==> src/design/sol_pkg.sv <==
// shared types and constants for the source offset line locator
`timescale 1ns / 1ps
package sol_pkg;

  // default table sizes and offset width
  localparam int MAX_FILES_DEF   = 16;
  localparam int MAX_LINES_DEF   = 4096;
  localparam int OFFSET_BITS_DEF = 32;

  // fixed field widths of the channels
  localparam int MODE_W   = 2;
  localparam int BYTE_W   = 8;
  localparam int OFS_W    = 32;
  localparam int STATUS_W = 2;
  localparam int FIDX_W   = 4;
  localparam int LINE_W   = 13;
  localparam int COL_W    = 32;

  // input mode codes
  localparam logic [MODE_W-1:0] MODE_BYTE  = 2'd0;
  localparam logic [MODE_W-1:0] MODE_END   = 2'd1;
  localparam logic [MODE_W-1:0] MODE_QUERY = 2'd2;

  localparam logic [BYTE_W-1:0] NEWLINE = 8'h0A;

  // queue between front and back
  localparam int QUEUE_DEPTH = 4;
  localparam int QA_W        = 2;
  localparam int QC_W        = 3;

  typedef enum logic [1:0] {
    OP_BYTE,
    OP_END,
    OP_QUERY
  } op_kind_t;

  typedef enum logic [STATUS_W-1:0] {
    ST_FOUND   = 2'd0,
    ST_INVALID = 2'd1,
    ST_OUTSIDE = 2'd2
  } status_t;

  // classified operation handed from front to back
  typedef struct packed {
    op_kind_t         kind;
    logic             newline;
    logic [OFS_W-1:0] query;
    logic             loc_valid;
  } op_t;

endpackage

==> src/design/sol_queue.sv <==
// short fifo of classified operations between front and back
`timescale 1ns / 1ps
module sol_queue (
  input  logic         clk,
  input  logic         rst,
  input  logic         push,
  input  sol_pkg::op_t push_op,
  output logic         full,
  input  logic         pop,
  output sol_pkg::op_t head,
  output logic         empty
);
  import sol_pkg::*;

  op_t             slots [QUEUE_DEPTH];
  logic [QA_W-1:0] wr_ptr;
  logic [QA_W-1:0] rd_ptr;
  logic [QC_W-1:0] count;

  assign full  = (count == QC_W'(QUEUE_DEPTH));
  assign empty = (count == '0);
  assign head  = slots[rd_ptr];

  // slot storage
  always_ff @(posedge clk) begin
    if (push && !full) begin
      slots[wr_ptr] <= push_op;
    end
  end

  // pointers and fill level
  always_ff @(posedge clk) begin
    if (rst) begin
      wr_ptr <= '0;
      rd_ptr <= '0;
      count  <= '0;
    end else begin
      if (push && !full) begin
        wr_ptr <= wr_ptr + 1'b1;
      end
      if (pop && !empty) begin
        rd_ptr <= rd_ptr + 1'b1;
      end
      case ({push && !full, pop && !empty})
        2'b10:   count <= count + 1'b1;
        2'b01:   count <= count - 1'b1;
        default: count <= count;
      endcase
    end
  end
endmodule

==> config.mk <==
export PLATFORM = sky130hd
export DESIGN_NAME = sol_queue
export DESIGN_NICKNAME = d
export VERILOG_FILES = /design/src/design/sol_pkg.sv /design/src/design/sol_queue.sv
export SDC_FILE = /design/constraint.sdc
export NUM_CORES = 1
export LEC_CHECK = 0
export BUFFER_PORTS_ARGS = -buffer_cell sky130_fd_sc_hd__buf_4
export CORE_ASPECT_RATIO = 1.5
export CORE_MARGIN = 2
export CORE_UTILIZATION = 61
export DETAILED_ROUTE_END_ITERATION = 10
export GPL_TIMING_DRIVEN = 0
export PLACE_DENSITY = 0.84
export SKIP_LAST_GASP = 1
export SLEW_MARGIN = 20
export SYNTH_ARGS = -nofsm -noshare
export SYNTH_HDL_FRONTEND = slang
export SYNTH_SLANG_ARGS = --single-unit
==> constraint.sdc <==
create_clock -name clk -period 3.8 [get_ports clk]
set_input_delay 0.57 -clock clk [delete_from_list [all_inputs] [get_ports clk]]
set_output_delay 0.57 -clock clk [all_outputs]
set_load 0.05 [all_outputs]
Word-level counts from Yosys, hierarchy flattened
Memory sizes are Yosys's and may differ from the RTL's. A register that Yosys moved wholly into a read port is not among the register bits.
Cells that the tools add are included.

storage, ports and cells
  memories kept = 1
  RAM bits = 144
  flip-flop bits (word level) = 7

memories
  memory  depth  bits a word  read ports  clocked after memory_dff  write ports  RTL line         source
  slots   4      36           1           1                         1            sol_queue.sv:15  op_t slots [QUEUE_DEPTH];

operators by class
  add/sub/neg operators = 4
  mux-type cells = 5
  reductions and logical operators = 6
  equal/unequal tests = 3

operators with widths
  operator                                          number
  case mux 3 bit (2 select lines)                   1
  adder 2 x 1 -> 2 bit, second input constant       2
  2-to-1 mux 2 bit                                  2
  adder 3 x 1 -> 3 bit, second input constant       1
  == test 3 bit, second input constant              1
  zero test 3 bit                                   1
  subtractor 3 x 1 -> 3 bit, second input constant  1
  == test 2 x 1 -> 1 bit, second input constant     1
  == test 2 bit, second input constant              1
  logical AND 1 bit                                 2
  zero test 1 bit                                   2
  2-to-1 mux 1 bit                                  2
  nonzero test 2 bit                                1

Longest topological paths before layout
  depth in word-level cells = 5
  gate-level depth with buffers = 9
  depth with buffers taken out = 9

Worst setup path after synthesis
OpenSTA, ideal clock, no wires.

  kind = reg-to-reg
  start point = register count[2]
  end point = register count[2]
  clock period less this slack = 2.651 ns
  stages on the path, launching flop included = 10
  data required time = 3.730 ns
  path buffers = 0
  setup time = 0.070 ns
  arrival time = 2.581 ns
  slack = 1.149 ns
  path through = dfxtp_1 > nor3b_2 > nor2_1 > inv_1 > ha_1 > inv_1 > fa_1 > xor2_1 > or3_1 > a21oi_1

between the ends
  longest elaborated chain between the ends = 5

RTL lines
  element                                                                       RTL line         source
  start, declared                                                               sol_queue.sv:18  logic [QC_W-1:0] count;
  start signal, assigned                                                        sol_queue.sv:45  2'b10: count <= count + 1'b1;
  start signal, assigned                                                        sol_queue.sv:46  2'b01: count <= count - 1'b1;
  start signal, assigned                                                        sol_queue.sv:47  default: count <= count;
  == test 3 bit *                                                               sol_queue.sv:20  assign full = (count == QC_W'(QUEUE_DEPTH));
  net full                                                                      sol_queue.sv:8   output logic full,
  zero test 1 bit *                                                             sol_queue.sv:44  case ({push && !full, pop && !empty})
  logical AND 1 bit *                                                           sol_queue.sv:44
  == test 2 x 1 -> 1 bit / == test 2 bit (equally long branches)                sol_queue.sv:44
  case mux 3 bit (2 select lines) / nonzero test 2 bit (equally long branches)  n/a

Mark *: on every way through the listed nets, which the timed path passes. The rest lies on a longest branch.
A chain may end at the register's enable or synchronous reset.

==> flow_summary.json <==
{
  "synth_cells": 242,
  "clk_transition_reported_paths_ns": 0.06,
  "post-route-cell-area_um2": 7170,
  "timing_worst_slew_pin_value_ns": 0.552,
  "wire_per_inst_um": 21.8,
  "clock_tree.root_cell": "clkbuf_16",
  "setup-tns-final_ns": 0,
  "drv.max_cap_violation_count": 0,
  "worst_min_path_start": "push_op[10]",
  "synth_async_sr_flop_share": 0,
  "setup.worst_path.end_class": "primary output",
  "holdCritPathClass": "in -> reg",
  "dominant_synthesized_flop_cell": "edfxtp_1",
  "fillCellCount": 480,
  "path_max_fanout": 10,
  "vias": 2722,
  "numCtsBuffers": 17,
  "yosys.cell_count.top_type": "edfxtp_1",
  "finalSetupViolCount": 0,
  "die_y_um": 123,
  "synth.cells.most_frequent": "edfxtp_1 (144), mux4_2 (30), dfxtp_1 (9)",
  "clock_tree.buffer_depth": 2,
  "drc_errors": 0,
  "cts_repair_resize_count": 0,
  "outcome": "finished clean",
  "insertedDiodeCount": 0,
  "final.period_utilization": 0.639,
  "yosysWarnings": 0,
  "sequential_cell_area_um2": 4500,
  "power-per-cell-area_nw_per_um2": 775,
  "synth.cell_area_um2": 5730,
  "nets": 387,
  "pin_count_of_the_biggest_net_entering_global_routing": 21,
  "worst-setup-path-type": "reg -> out",
  "post_dp_cell_area_um2": 6560,
  "drt_pass1_iterations": 4,
  "layout-area-overhead-vs-synth_pct": 25.0,
  "grt_pass1_wl_um": 15600,
  "worstPathArrival_ns": 1.86,
  "irDropWorstVdd_mv": 0.549,
  "dr.first_iter.drc_count": 183,
  "finalWorstPathRequiredPeriod_ns": 2.43,
  "ys_ff_latch": 153,
  "setup.worst_path.start_class": "register",
  "finalCoreUtilization": 0.779,
  "synth_enable_flop_cells": 144,
  "synthDominantCellAreaShare": 0.754,
  "synth_top_cells_by_area": "edfxtp_1 (75%), mux4_2 (12%), dfxtp_1 (3.1%), mux4_1 (2.7%), ha_1 (1.1%)",
  "globalRouteTotalUtil": 0.216,
  "final_layout_size_suffix_gt1_frac": 0.435,
  "avgViaCountPerCell": 5.84,
  "finalMaxSlewViolations": 0,
  "initial_utilization": 0.623,
  "core_area_um2": 9200,
  "clock-skew-final_ns": 0.00952,
  "route.final.wire_length_um": 10200,
  "hpwlAfterDp_um": 6360,
  "leakagePower_nw": 2.50,
  "report.final.hold_viol_count": 0,
  "unrepaired_setup_endpoints_after_global_routing": "false",
  "numPlacedInstances": 434,
  "timing.critical_path.required_ns": 3.23,
  "vias_in_the_first_global_route": 2955,
  "final_antenna_violating_net_count": 0,
  "ys_types": 24,
  "io-pin-count": 78,
  "multi_input_area_um2": 1110,
  "placementRows": 43,
  "clock_insertion_delay_worst_skew_ns": 0.41,
  "achievable-frequency_mhz": 412,
  "gr-total-overflow": 0,
  "syn-mean-instance-area_um2": 23.7,
  "port_buffers": 76,
  "total_power_mw": 5.56,
  "place.gp.congestion": 0.738,
  "synth_largest_area_cell": "edfxtp_1",
  "initial_antenna_violation_count": 0,
  "dieWidth_um": 83.2,
  "dieArea_um2": 10200,
  "synth.yosys.seq_area_share": 0.786,
  "crit-reg2reg-launch": "count[2]",
  "synth_nets": 288,
  "htree_levels": 4,
  "instances_no_fill": 466,
  "ctsHoldBuffers": 0,
  "postCtsSetupBuffers": 0,
  "timing.max_slew.rel_slack": 0.632,
  "tritoncts": "done",
  "clock-sinks": 153
}
==> placed cells by master (no fill, tap or decap) <==
cell	n
clkbuf_16	17
nand2b_1	2
buf_16	4
bufinv_16	4
buf_12	3
mux2i_1	1
and2_2	4
clkinv_4	2
clkinv_1	2
or3_1	3
mux4_2	30
nor3_2	1
xor2_1	3
clkbuf_1	1
edfxtp_1	144
nand2_1	1
a21oi_1	4
o31ai_2	1
buf_6	1
buf_2	3
ha_1	5
mux4_1	6
clkinvlp_4	2
buf_1	1
o21ai_0	3
buf_4	76
dfxtp_1	9
clkbuf_2	1
clkinv_2	4
nor3b_2	1
fa_1	1
inv_1	8
nor2_1	6
==> routing by layer <==
| layer | part of all wire | global-route usage | up-vias |
|---|---|---|---|
| met5 | 0 | 0 | - |
| met4 | 0.030 | 0.109 | 0 |
| met3 | 0.041 | 0.0632 | 27 |
| met2 | 0.56 | 0.381 | 84 |
| met1 | 0.37 | 0.239 | 1401 |
| li1 | - | - | 1210 |
==> sequential cells by signal, summed over array words and instances, names as in the netlist, named ones only <==
signal	cells
slots	144
wr_ptr	2
rd_ptr	2
count	3
==> through the flow <==
stage / setup slack (ns) / hold slack, ns
final: 1.37 / 0.356
after global routing: 1.29 / 0.340
after CTS: 1.32 / 0.337
after detailed placement: 1.54 / 0.524
after global placement: 0.855 / 0.473
after floorplan: 1.15 / 0.459
==> power breakdown <==
part	leakage [nW]	switching [mW]	total, mW	internal, mW
combinational	0.814	1.10	1.78	0.679
clock	0.295	0.612	1.70	1.09
sequential	1.40	0.0583	2.08	2.02
total	2.50	1.77	5.56	3.79
==> cell type report <==
cell class | count | area share
flip-flops and latches | 153 | 0.628
multi-input cells | 72 | 0.155
repair buffers | 80 | 0.0949
clock buffers | 18 | 0.0599
clock inverters | 14 | 0.0251
well taps | 112 | 0.0195
plain buffers | 9 | 0.0133
inverters | 8 | 0.00419
==> kinds of logic (layout without fill, tap and decap cells) <==
| family | count (synthesis) | after routing | synth area share |
|---|---|---|---|
| fa+ha+maj | 6 | 6 | 0.0144 |
| flops | 153 | 153 | 0.786 |
| mux | 37 | 37 | 0.147 |
| compound gates | 8 | 8 | 0.00829 |
| buf+inv | 17 | 129 | 0.0218 |
| xor+xnor | 3 | 3 | 0.00458 |
| simple gates | 18 | 18 | 0.0183 |
==> final timing paths <==
check | end | slack [ns] | depth (start not counted)
setup / recovery | head[14] | 1.37 | 4
setup reg to reg | count[2] | 1.50 | 9
hold reg to reg | rd_ptr[1] | 0.52 | 2
hold / removal | slots[0][10] | 0.36 | 1
==> worst max-delay path, cell delays in order, from the launching register on <==
cell	delay [ns]
dfxtp_1	0.31
clkbuf_2	0.23
buf_2	0.33
mux4_2	0.37
buf_4	0.21
Power figures use the tool's default switching activity.
